===== src/rtl/assert_macros.svh =====
// ----------------------------------------------------------------------------
// Assertion macros
// Shared concurrent assertion wrappers, clocked on clk, off during reset.
// ----------------------------------------------------------------------------
`ifndef ASSERT_MACROS_SVH
`define ASSERT_MACROS_SVH

// plain property
`define LLS_ASSERT(label, prop, msg) \
  label: assert property (@(posedge clk) disable iff (!rst_n) prop) else $error(msg);

// same-cycle implication
`define LLS_ASSERT_IMPL(label, ante, cons, msg) \
  `LLS_ASSERT(label, (ante) |-> (cons), msg)

// next-cycle implication
`define LLS_ASSERT_NEXT(label, ante, cons, msg) \
  `LLS_ASSERT(label, (ante) |=> (cons), msg)

`endif


===== src/rtl/lls_pkg.sv =====
// ----------------------------------------------------------------------------
// lls_pkg
// Types, codes and constants of the link liveness supervisor.
// ----------------------------------------------------------------------------
`timescale 1ns / 1ps

package lls_pkg;

  // event kinds
  localparam logic [1:0] KIND_TICK  = 2'd0;
  localparam logic [1:0] KIND_START = 2'd1;
  localparam logic [1:0] KIND_END   = 2'd2;

  // health grades
  localparam logic [1:0] H_HEALTHY     = 2'd0;
  localparam logic [1:0] H_DEGRADED    = 2'd1;
  localparam logic [1:0] H_INTERRUPTED = 2'd2;
  localparam logic [1:0] H_DEAD        = 2'd3;

  // teardown reasons
  localparam logic [1:0] TD_NONE     = 2'd0;
  localparam logic [1:0] TD_LOST     = 2'd1;
  localparam logic [1:0] TD_PROGRESS = 2'd2;

  // register map
  localparam int          CFG_COUNT   = 8;
  localparam int          CFG_INDEX_W = $clog2(CFG_COUNT);
  localparam logic [CFG_INDEX_W-1:0] REG_DEGRADED     = CFG_INDEX_W'(0);
  localparam logic [CFG_INDEX_W-1:0] REG_INTERRUPTED  = CFG_INDEX_W'(1);
  localparam logic [CFG_INDEX_W-1:0] REG_DEAD         = CFG_INDEX_W'(2);
  localparam logic [CFG_INDEX_W-1:0] REG_PROG_WARN    = CFG_INDEX_W'(3);
  localparam logic [CFG_INDEX_W-1:0] REG_PROG_DEAD    = CFG_INDEX_W'(4);
  localparam logic [CFG_INDEX_W-1:0] REG_HB_GATE      = CFG_INDEX_W'(5);
  localparam logic [CFG_INDEX_W-1:0] REG_HB_INTERVAL  = CFG_INDEX_W'(6);
  localparam logic [CFG_INDEX_W-1:0] REG_STARTUP_GRACE = CFG_INDEX_W'(7);

  // register reset values, ms
  localparam logic [31:0] RST_DEGRADED      = 32'd1000;
  localparam logic [31:0] RST_INTERRUPTED   = 32'd5000;
  localparam logic [31:0] RST_DEAD          = 32'd20000;
  localparam logic [31:0] RST_PROG_WARN     = 32'd8000;
  localparam logic [31:0] RST_PROG_DEAD     = 32'd20000;
  localparam logic [31:0] RST_HB_GATE       = 32'd500;
  localparam logic [31:0] RST_HB_INTERVAL   = 32'd250;
  localparam logic [31:0] RST_STARTUP_GRACE = 32'd1000;

  // x / 1000 == (x * ceil(2^38 / 1000)) >> 38, exact for all 32 bit x
  localparam int          DIV_IN_W   = 32;
  localparam int          DIV_MAG_W  = 29;
  localparam int          DIV_SHIFT  = 38;
  localparam int          DIV_PROD_W = DIV_IN_W + DIV_MAG_W;
  localparam logic [DIV_MAG_W-1:0] DIV1000_MAGIC = 29'd274877907;
  localparam int          SECS_W     = 23;

  typedef struct packed {
    logic [1:0]         kind;
    logic [31:0]        now_ms;
    logic [31:0]        silence_ms;
    logic               link_live;
    logic               sim_running;
    logic               suspended;
    logic signed [31:0] current_frame;
  } in_word_t;

  typedef struct packed {
    logic [1:0]        health;
    logic              peer_alive;
    logic [31:0]       silence_view;
    logic [31:0]       stall_view;
    logic              stall_warned;
    logic              heartbeat_send;
    logic [31:0]       heartbeat_id;
    logic [1:0]        teardown;
    logic [SECS_W-1:0] teardown_seconds;
  } out_word_t;

  // result before the seconds conversion
  typedef struct packed {
    logic [1:0]  health;
    logic        peer_alive;
    logic [31:0] silence_view;
    logic [31:0] stall_view;
    logic        stall_warned;
    logic        heartbeat_send;
    logic [31:0] heartbeat_id;
    logic [1:0]  teardown;
    logic [31:0] dividend;
  } mid_word_t;

endpackage


===== src/rtl/link_liveness_supervisor.sv =====
// ----------------------------------------------------------------------------
// link_liveness_supervisor
// Grades peer silence, paces heartbeats and watches frame progress per event.
// ----------------------------------------------------------------------------
// Usage:
//   in_word is one event word (tick, start or end), taken when in_valid is
//   high and in_stall low. out_word carries exactly one result word per
//   event, taken when out_valid is high and out_stall low.
//   cfg_we/cfg_index/cfg_wdata write the eight threshold registers; write
//   only while no event is in flight. Zero writes to the three silence
//   thresholds are dropped.
//   The word passes the input register, the state update stage and the seconds
//   conversion stage in turn before out_valid rises. Throughput: one word per
//   cycle while out_stall is low.
//   The state update is a single compare-and-select pass; the seconds figure
//   is a reciprocal multiply in the last stage.
//   Reset (rst_n low at a clock edge) empties the pipe, returns supervision
//   state to idle and the registers to their defaults.
//   While out_stall is high, words queue in the three stages; in_stall rises
//   only once all three are full and the output is still stalled.
// ----------------------------------------------------------------------------
`timescale 1ns / 1ps

module link_liveness_supervisor (
  input  logic                             clk,
  input  logic                             rst_n,
  // event channel
  input  logic                             in_valid,
  output logic                             in_stall,
  input  lls_pkg::in_word_t                in_word,
  // result channel
  output logic                             out_valid,
  input  logic                             out_stall,
  output lls_pkg::out_word_t               out_word,
  // register write port
  input  logic                             cfg_we,
  input  logic [lls_pkg::CFG_INDEX_W-1:0]  cfg_index,
  input  logic [31:0]                      cfg_wdata
);

  import lls_pkg::*;

`include "assert_macros.svh"

  // --------------------------------------------------------------------------
  // Configuration registers
  // --------------------------------------------------------------------------
  logic [31:0] degraded_r, interrupted_r, dead_r, prog_warn_r, prog_dead_r;
  logic [31:0] hb_gate_r, hb_interval_r, grace_r;

  always_ff @(posedge clk) begin
    if (!rst_n) begin
      degraded_r    <= RST_DEGRADED;
      interrupted_r <= RST_INTERRUPTED;
      dead_r        <= RST_DEAD;
      prog_warn_r   <= RST_PROG_WARN;
      prog_dead_r   <= RST_PROG_DEAD;
      hb_gate_r     <= RST_HB_GATE;
      hb_interval_r <= RST_HB_INTERVAL;
      grace_r       <= RST_STARTUP_GRACE;
    end else if (cfg_we) begin
      unique case (cfg_index)
        REG_DEGRADED:      if (cfg_wdata != '0) degraded_r <= cfg_wdata;
        REG_INTERRUPTED:   if (cfg_wdata != '0) interrupted_r <= cfg_wdata;
        REG_DEAD:          if (cfg_wdata != '0) dead_r <= cfg_wdata;
        REG_PROG_WARN:     prog_warn_r <= cfg_wdata;
        REG_PROG_DEAD:     prog_dead_r <= cfg_wdata;
        REG_HB_GATE:       hb_gate_r <= cfg_wdata;
        REG_HB_INTERVAL:   hb_interval_r <= cfg_wdata;
        REG_STARTUP_GRACE: grace_r <= cfg_wdata;
        default: ;
      endcase
    end
  end

  // --------------------------------------------------------------------------
  // Pipe control: input register -> update stage -> output register
  // --------------------------------------------------------------------------
  logic      in_valid_r, mid_valid_r, out_valid_r;
  in_word_t  in_r;
  mid_word_t mid_r, mid_nxt;
  out_word_t out_r;

  logic out_load;   // output register can take a word
  logic mid_ready;  // update stage can take a word
  logic mid_move;   // update stage word moves to output
  logic s1_fire;    // event is processed and state updated
  logic in_ready;

  assign out_load  = !out_valid_r || !out_stall;
  assign mid_move  = mid_valid_r && out_load;
  assign mid_ready = !mid_valid_r || out_load;
  assign s1_fire   = in_valid_r && mid_ready;
  assign in_ready  = !in_valid_r || mid_ready;
  assign in_stall  = !in_ready;

  always_ff @(posedge clk) begin
    if (!rst_n) begin
      in_valid_r  <= 1'b0;
      mid_valid_r <= 1'b0;
      out_valid_r <= 1'b0;
    end else begin
      if (in_ready)  in_valid_r  <= in_valid;
      if (mid_ready) mid_valid_r <= in_valid_r;
      if (out_load)  out_valid_r <= mid_valid_r;
    end
  end

  always_ff @(posedge clk) begin
    if (in_valid && in_ready) in_r <= in_word;
    if (s1_fire) mid_r <= mid_nxt;
  end

  // --------------------------------------------------------------------------
  // Supervision state
  // --------------------------------------------------------------------------
  logic        sup_r, sup_nxt;
  logic        dead_rep_r, dead_rep_nxt;
  logic [1:0]  health_r, health_nxt;
  logic [31:0] last_sil_r, last_sil_nxt;
  logic [31:0] last_hb_r, last_hb_nxt;
  logic [31:0] start_r, start_nxt;
  logic [31:0] ping_r, ping_nxt;
  logic [31:0] anchor_frame_r, anchor_frame_nxt;
  logic [31:0] anchor_time_r, anchor_time_nxt;
  logic        warned_r, warned_nxt;
  logic        fired_r, fired_nxt;
  logic [31:0] stall_r, stall_nxt;

  always_ff @(posedge clk) begin
    if (!rst_n) begin
      sup_r          <= 1'b0;
      dead_rep_r     <= 1'b0;
      health_r       <= H_HEALTHY;
      last_sil_r     <= '0;
      last_hb_r      <= '0;
      start_r        <= '0;
      ping_r         <= '0;
      anchor_frame_r <= '1;
      anchor_time_r  <= '0;
      warned_r       <= 1'b0;
      fired_r        <= 1'b0;
      stall_r        <= '0;
    end else if (s1_fire) begin
      sup_r          <= sup_nxt;
      dead_rep_r     <= dead_rep_nxt;
      health_r       <= health_nxt;
      last_sil_r     <= last_sil_nxt;
      last_hb_r      <= last_hb_nxt;
      start_r        <= start_nxt;
      ping_r         <= ping_nxt;
      anchor_frame_r <= anchor_frame_nxt;
      anchor_time_r  <= anchor_time_nxt;
      warned_r       <= warned_nxt;
      fired_r        <= fired_nxt;
      stall_r        <= stall_nxt;
    end
  end

  // --------------------------------------------------------------------------
  // Update stage: all compares run in parallel off the input register
  // --------------------------------------------------------------------------
  logic [31:0] now, sil, frame_raw;
  logic [31:0] grace_elapsed, hb_elapsed, stall_raw;
  logic        in_grace, hb_due;
  logic [1:0]  health_cls;

  assign now           = in_r.now_ms;
  assign sil           = in_r.silence_ms;
  assign frame_raw     = in_r.current_frame;
  assign grace_elapsed = now - start_r;
  assign hb_elapsed    = now - last_hb_r;
  assign stall_raw     = (now >= anchor_time_r) ? (now - anchor_time_r) : '0;
  assign in_grace      = (start_r != '0) && (grace_elapsed < grace_r);
  assign hb_due        = (last_hb_r == '0) || (hb_elapsed >= hb_interval_r);

  always_comb begin
    priority if (sil >= dead_r)        health_cls = H_DEAD;
    else if (sil >= interrupted_r)     health_cls = H_INTERRUPTED;
    else if (sil >= degraded_r)        health_cls = H_DEGRADED;
    else                               health_cls = H_HEALTHY;
  end

  always_comb begin
    logic [1:0]  tear;
    logic [31:0] div;
    logic        hb_send;
    logic [31:0] hb_id;
    logic [1:0]  h;

    sup_nxt          = sup_r;
    dead_rep_nxt     = dead_rep_r;
    health_nxt       = health_r;
    last_sil_nxt     = last_sil_r;
    last_hb_nxt      = last_hb_r;
    start_nxt        = start_r;
    ping_nxt         = ping_r;
    anchor_frame_nxt = anchor_frame_r;
    anchor_time_nxt  = anchor_time_r;
    warned_nxt       = warned_r;
    fired_nxt        = fired_r;
    stall_nxt        = stall_r;
    tear             = TD_NONE;
    div              = '0;
    hb_send          = 1'b0;
    hb_id            = '0;

    unique case (in_r.kind)
      KIND_START: begin
        // restart keeps the ping counter
        sup_nxt          = 1'b1;
        dead_rep_nxt     = 1'b0;
        health_nxt       = H_HEALTHY;
        last_sil_nxt     = '0;
        last_hb_nxt      = '0;
        start_nxt        = now;
        fired_nxt        = 1'b0;
        anchor_frame_nxt = '1;
        anchor_time_nxt  = '0;
        warned_nxt       = 1'b0;
        stall_nxt        = '0;
      end
      KIND_END: begin
        if (sup_r) begin
          sup_nxt          = 1'b0;
          health_nxt       = H_HEALTHY;
          dead_rep_nxt     = 1'b0;
          fired_nxt        = 1'b0;
          anchor_frame_nxt = '1;
          anchor_time_nxt  = '0;
          warned_nxt       = 1'b0;
          stall_nxt        = '0;
        end
      end
      KIND_TICK: begin
        if (sup_r && in_r.link_live) begin
          last_sil_nxt = sil;
          if (!in_grace) begin
            health_nxt = health_cls;
            // heartbeat pacing
            if (sil >= hb_gate_r) begin
              if (hb_due) begin
                last_hb_nxt = now;
                ping_nxt    = ping_r + 32'd1;
                hb_send     = 1'b1;
                hb_id       = ping_r + 32'd1;
              end
            end else begin
              last_hb_nxt = '0;
            end
            // dead teardown wins; watchdog skipped on that tick
            if (health_cls == H_DEAD && !dead_rep_r) begin
              dead_rep_nxt = 1'b1;
              tear         = TD_LOST;
              div          = sil;
            end else if (!fired_r) begin
              if (!in_r.sim_running || sil >= interrupted_r || in_r.suspended) begin
                anchor_frame_nxt = '1;
                anchor_time_nxt  = '0;
                warned_nxt       = 1'b0;
                stall_nxt        = '0;
              end else if (frame_raw != anchor_frame_r || anchor_time_r == '0) begin
                anchor_frame_nxt = frame_raw;
                anchor_time_nxt  = now;
                warned_nxt       = 1'b0;
                stall_nxt        = '0;
              end else begin
                stall_nxt = stall_raw;
                if (stall_raw >= prog_dead_r) begin
                  fired_nxt = 1'b1;
                  tear      = TD_PROGRESS;
                  div       = stall_raw;
                end else if (stall_raw >= prog_warn_r) begin
                  warned_nxt = 1'b1;
                end
              end
            end
          end
        end
      end
      default: ;  // unused kind code: state untouched
    endcase

    h = sup_nxt ? health_nxt : H_HEALTHY;
    mid_nxt.health         = h;
    mid_nxt.peer_alive     = (h == H_HEALTHY) || (h == H_DEGRADED);
    mid_nxt.silence_view   = sup_nxt ? last_sil_nxt : '0;
    mid_nxt.stall_view     = sup_nxt ? stall_nxt : '0;
    mid_nxt.stall_warned   = sup_nxt && warned_nxt;
    mid_nxt.heartbeat_send = hb_send;
    mid_nxt.heartbeat_id   = hb_id;
    mid_nxt.teardown       = tear;
    mid_nxt.dividend       = div;
  end

  // --------------------------------------------------------------------------
  // Output stage: ms to seconds by reciprocal multiply
  // --------------------------------------------------------------------------
  logic [DIV_PROD_W-1:0] secs_prod;

  assign secs_prod = DIV_PROD_W'(mid_r.dividend) * DIV_PROD_W'(DIV1000_MAGIC);

  always_ff @(posedge clk) begin
    if (mid_move) begin
      out_r.health           <= mid_r.health;
      out_r.peer_alive       <= mid_r.peer_alive;
      out_r.silence_view     <= mid_r.silence_view;
      out_r.stall_view       <= mid_r.stall_view;
      out_r.stall_warned     <= mid_r.stall_warned;
      out_r.heartbeat_send   <= mid_r.heartbeat_send;
      out_r.heartbeat_id     <= mid_r.heartbeat_id;
      out_r.teardown         <= mid_r.teardown;
      out_r.teardown_seconds <= secs_prod[DIV_SHIFT +: SECS_W];
    end
  end

  assign out_valid = out_valid_r;
  assign out_word  = out_r;

  // --------------------------------------------------------------------------
  // Assertions
  // --------------------------------------------------------------------------
  `LLS_ASSERT_IMPL(a_idle_healthy, !sup_r, health_r == H_HEALTHY, "idle but health not clear")
  `LLS_ASSERT_IMPL(a_empty_no_stall, !in_valid_r, !in_stall, "stall with empty input register")
  `LLS_ASSERT_NEXT(a_mid_hold, mid_valid_r && !out_load, mid_valid_r && $stable(mid_r), "update stage word lost")
  `LLS_ASSERT_NEXT(a_dead_once, s1_fire && mid_nxt.teardown == TD_LOST, dead_rep_r, "dead teardown not latched")

endmodule


===== config.mk =====
export PLATFORM = sky130hd
export DESIGN_NAME = link_liveness_supervisor
export DESIGN_NICKNAME = d
export VERILOG_FILES = /design/src/rtl/lls_pkg.sv /design/src/rtl/link_liveness_supervisor.sv
export VERILOG_INCLUDE_DIRS = /design/src /design/src/rtl
export SDC_FILE = /design/constraint.sdc
export NUM_CORES = 2
export LEC_CHECK = 0
export BUFFER_PORTS_ARGS = -buffer_cell sky130_fd_sc_hd__buf_4
export CAP_MARGIN = 10
export CORE_MARGIN = 2
export CORE_UTILIZATION = 45
export DETAILED_ROUTE_END_ITERATION = 16
export PLACE_DENSITY_LB_ADDON = 0.25
export SLEW_MARGIN = 5
export SYNTH_ARGS = -nofsm -noshare
export SYNTH_HDL_FRONTEND = slang
export SYNTH_SLANG_ARGS = --single-unit

===== constraint.sdc =====
create_clock -name clk -period 10.4 [get_ports clk]
set_input_delay 1.04 -clock clk [delete_from_list [all_inputs] [get_ports clk]]
set_output_delay 1.04 -clock clk [all_outputs]
set_load 0.02 [all_outputs]

# After elaboration in Yosys (flattened, before gate mapping)

Cells that the tools add are included.

Bits in registers: 851
Input port bits: 141

Multipliers: 1
Muxes and demuxes: 75
Bitwise logic cells: 5
Reductions and logical operators: 49
$add $sub $neg: 4
$lt $le $gt $ge: 9
Equal/unequal tests: 20

Operator list:

| kind                                                                  | count |
|---|---|
| 32-bit 2-to-1 mux                                                     | 32 |
| 32-bit one-hot mux with 3 select lines                                | 3 |
| 32-bit >= comparator                                                  | 8 |
| 32-bit one-hot mux with 2 select lines                                | 2 |
| 32-bit subtractor                                                     | 3 |
| 32-bit zero test                                                      | 2 |
| 32-bit nonzero test                                                   | 2 |
| 32-bit by 29-bit multiplier with 61-bit output, second input constant | 1 |
| 32-bit by 1-bit adder with 32-bit output, second input constant       | 1 |
| 32-bit < comparator                                                   | 1 |
| 32-bit inequality test                                                | 1 |
| 1-bit 2-to-1 mux                                                      | 26 |
| 6-bit AND reduction                                                   | 3 |
| 2-bit 2-to-1 mux                                                      | 7 |
| 3-bit equality test, second input constant                            | 4 |
| 2-bit inequality test, second input constant                          | 6 |
| 2-bit AND reduction                                                   | 6 |
| 1-bit one-hot mux with 3 select lines                                 | 3 |
| 3-bit AND reduction                                                   | 3 |
| 1-bit logical OR                                                      | 8 |
| 8-bit AND reduction                                                   | 1 |
| 1-bit logical AND                                                     | 7 |
| 1-bit zero test                                                       | 7 |
| 7-bit OR reduction                                                    | 1 |
| other kinds (16)                                                      | 25 |

# Logic depth before layout (Yosys ltp)

Depth in word-level cells: 13
Gate-level depth with buffers: 30

# Worst setup path after synthesis

No wires, ideal clock.

Path kind: input -> register
From: input port out_stall
To: register out_r, in the netlist out_word[0] (enable)
Library setup time: 802 ps
Required time: 9,598 ps
Stages on the path: 1
Path slack: -551 ps
Arrival: 10,149 ps
Cell sequence: a21boi_0

Cells in the longest elaborated chain, start to end: 3

RTL lines:

| element           | line                           | RTL |
|---|---|---|
| start, declared   | link_liveness_supervisor.sv:33 | `input logic out_stall,` |
| 1-bit zero test   | link_liveness_supervisor.sv:90 | `assign out_load = !out_valid_r \|\| !out_stall;` |
| 1-bit logical OR  | link_liveness_supervisor.sv:90 |  |
| 1-bit logical AND | link_liveness_supervisor.sv:91 | `assign mid_move = mid_valid_r && out_load;` |
| end, declared     | link_liveness_supervisor.sv:82 | `out_word_t out_r;` |

No other way between the ends.
A chain may end at the register's enable or synchronous reset.

# Worst setup path after layout

From: register mid_r[24] in the netlist's numbering
To: register out_r, in the netlist out_word[21], data pin

Cells in the longest elaborated chain, start to end: 1

RTL lines:

| element                                        | line                            | RTL |
|---|---|---|
| start, declared                                | link_liveness_supervisor.sv:81  | `mid_word_t mid_r, mid_nxt;` |
| start signal, assigned                         | link_liveness_supervisor.sv:111 | `if (s1_fire) mid_r <= mid_nxt;` |
| 32-bit by 29-bit multiplier with 61-bit output | link_liveness_supervisor.sv:301 | `assign secs_prod = DIV_PROD_W'(mid_r.dividend) * DIV_PROD_W'(DIV1000_MAGIC);` |
| via secs_prod[59]                              | link_liveness_supervisor.sv:299 | `logic [DIV_PROD_W-1:0] secs_prod;` |

The timed path passes the listed nets, and every way through them passes these cells.

==> impl_metrics.ini <==
[floorplanning]
die-area_um2 = 126000
dieWidth_um = 356
pin_count = 269
die_h_um = 356
rows = 128
initial_utilization = 0.455
core_region_area_um2 = 122000

[clocking]
postCtsSetupBuffers = 0
clk_pin_slew_worst_paths_ns = 0.06
cts-root-buf = clkbuf_16
cts_buffers = 94
clockBufferDepth = 3
holdBufCountCts = 0
cts_tree = done
post_cts_resized = 0
insertion_delay_ns = 0.74
clock-sinks = 851
htree_levels = 3

[routing]
dr_total_vias = 39319
first_iter_violations = 2609
ant_nets = 0
post_drt_wl_per_cell_um = 20.4
viasPerCell = 5.34
drc_errors = 0
drt-pass1-iter-count = 5
wl_mm = 150

[placement]
hpwl_mm = 113
io_buffer_count = 268
dp.cells = 7184
dpl-instance-area_um2 = 59300
routabilityCongestion = 0.927

[setup_path]
critPathMaxStageDelay_ns = 0.92
path_class = flip-flop to flip-flop
worstPathArrival_ns = 8.37
crit_family = adder cells
timing.critical_path.buf_inv = 2
slowest_stage = edfxtp_1
end_kind = flip-flop
path_cells = ha_1 > fa_1 > fa_1 > fa_1 > fa_1 > inv_1 > fa_1 > inv_1 > fa_1 > fa_1 > ha_1 > nand4_1 > nor3_1 > o2111ai_1 > o22ai_1 > nor3_1 > o211ai_1 > and2_1 > nand2_1 > a21boi_0 > o21ai_0 > o21a_1
crit_fanout = 11
cpMostUsedCell = fa_1
worstSetupStartpointType = flip-flop
required_ns = 10.87

[layout]
fillCellCount = 11061
syn_to_final_growth_pct = 12.3
regArea_um2 = 20700
stdcell_area_um2 = 62400
layout.cells.non_filler = 7368
multi_input_area_um2 = 31200
final_cell_mix = 823 x inv_1, 742 x ha_1, 545 x nand2_1
nets = 6840
final_common_cell = inv_1
drive_gt1_frac = 0.0887

[global_routing]
grt_start_max_net_pins = 241
overflow = 0
grtUsageTotal = 0.238
antenna_found_initial = 6
grt_pass1_vias = 39249
grt_pass1_wl_mm = 231

[yosys]
syn_inst = 5448
synth-seq-cells = 851
synth.distinct_cells = 79
async_flop_share = 0
syn_nets = 6632
seq_area_frac_synth = 0.372
synth_edf_count = 362
yosys_warnings = 0
syn_area_per_cell_um2 = 10.2
synthFlopType = dfxtp_1
netlist_area_um2 = 55600

[timing]
timing.final.max_slew_violations = 0
rsz0062_at_grt = no
worstMarginPinSlew_ns = 1.42
maxSlewHeadroom = 0.0519
timing.fmax_ghz = 0.127
setup_tns_ns = 0
clock_skew_ns = 0.0757
period_needed_ns = 7.90
setup_viol = 0
hold_slack_ns = 0.413
fin_crit_sh = 0.760
hold_violations = 0

[pwr]
p_per_area_nw_per_um2 = 162
power_mw = 10.1
ir_worst_vdd_mv = 0.135
p_leak_nw = 27.0

[worst_hold_path]
hp-class = flip-flop to flip-flop

[status]
status = finished clean

[flow_run]
cap_violations = 0
[metrics by stage]
step                 util  setup WS, ns
floorplan               -          2.78
global placement    0.485          2.65
detailed placement  0.485          2.56
CTS                 0.511          2.55
global route        0.511          2.07
finish              0.511          2.50
[sequential cells by signal, indices dropped and copies added, names as in the netlist, 2 cells and up]
name            cells
sil                32
prog_dead_r        32
last_sil_r         32
grace_r            32
hb_gate_r          32
in_r                5
health_r            2
mid_r             135
hb_interval_r      32
anchor_frame_r     32
prog_warn_r        32
degraded_r         32
interrupted_r      32
anchor_time_r      32
out_word          126
stall_r            32
start_r            32
now                32
last_hb_r          32
ping_r             32
dead_r             32
frame_raw          32
[layout make-up]
type,instances,area share
Antenna cell,5,0.000200
Clock buffer,123,0.0409
Clock inverter,55,0.00892
Inverter,824,0.0496
Multi-Input combinational cell,3573,0.499
Sequential cell,851,0.331
Tap cell,1625,0.0326
Timing Repair Buffer,312,0.0380
[metal layers]
| layer | vias up | GRT usage | share of wire |
|---|---|---|---|
| li1 | 19048 | - | - |
| met1 | 19065 | 0.318 | 0.44 |
| met2 | 983 | 0.394 | 0.47 |
| met3 | 223 | 0.0359 | 0.057 |
| met4 | 0 | 0.0844 | 0.036 |
| met5 | - | 0 | 0 |
[synthesized netlist by cell type, drive strengths merged, types with 24 or more instances]
| cell type | number | area (µm²) |
|---|---|---|
| dfxtp | 489 | 9790 |
| nor2 | 161 | 604 |
| clkbuf | 176 | 661 |
| edfxtp | 362 | 10900 |
| o211ai | 41 | 308 |
| xor2 | 79 | 692 |
| o21ai | 129 | 646 |
| a22o | 74 | 648 |
| a21boi | 173 | 1300 |
| o2bb2ai | 55 | 482 |
| nand2 | 545 | 2050 |
| ha | 742 | 9280 |
| and3 | 34 | 228 |
| a21oi | 162 | 811 |
| nor4 | 49 | 334 |
| nand4 | 73 | 457 |
| o21a | 25 | 188 |
| xnor2 | 90 | 788 |
| nand3 | 44 | 245 |
| nor3 | 44 | 225 |
| a21o | 143 | 1070 |
| and2 | 24 | 153 |
| o22a | 33 | 289 |
| buf | 24 | 109 |
| nand2b | 52 | 325 |
| inv | 824 | 3090 |
| fa | 301 | 6030 |
| a22oi | 64 | 480 |
| nor2b | 140 | 876 |
| mux2i | 114 | 1140 |
[worst reg2reg max path, cell delays in order (launching register included)]
cell       delay, ns
edfxtp_1        0.92
ha_1            0.42
fa_1            0.40
fa_1            0.52
fa_1            0.44
fa_1            0.52
inv_1           0.05
fa_1            0.53
inv_1           0.05
fa_1            0.49
fa_1            0.41
ha_1            0.33
nand4_1         0.18
nor3_1          0.50
o2111ai_1       0.19
o22ai_1         0.51
nor3_1          0.18
o211ai_1        0.25
and2_1          0.22
nand2_1         0.09
a21boi_0        0.22
o21ai_0         0.13
o21a_1          0.12
[worst paths after layout]
check	to	startpoint	depth (start not counted)	slack, ns
setup reg to reg	out_word[21]	mid_r[24]	22	2.50
setup / recovery	out_word[21]	mid_r[24]	22	2.50
hold / removal	out_word[109]	mid_r[118]	0	0.41
hold reg to reg	out_word[109]	mid_r[118]	0	0.41
[report_power, final]
group | internal [mW] | switching (mW)
clock | 1.88 | 1.46
combinational | 1.25 | 1.79
sequential | 3.62 | 0.120
total | 6.75 | 3.38
[kinds of logic after synthesis]
logic type,count (synthesis),share of synthesized area
compound gates,1023,0.130
xor+xnor,169,0.0266
fa+ha+maj,1043,0.275
buf+inv,1024,0.0695
flops,851,0.372
mux,114,0.0205
simple gates,1224,0.106
(Power assumes the default switching activity.)
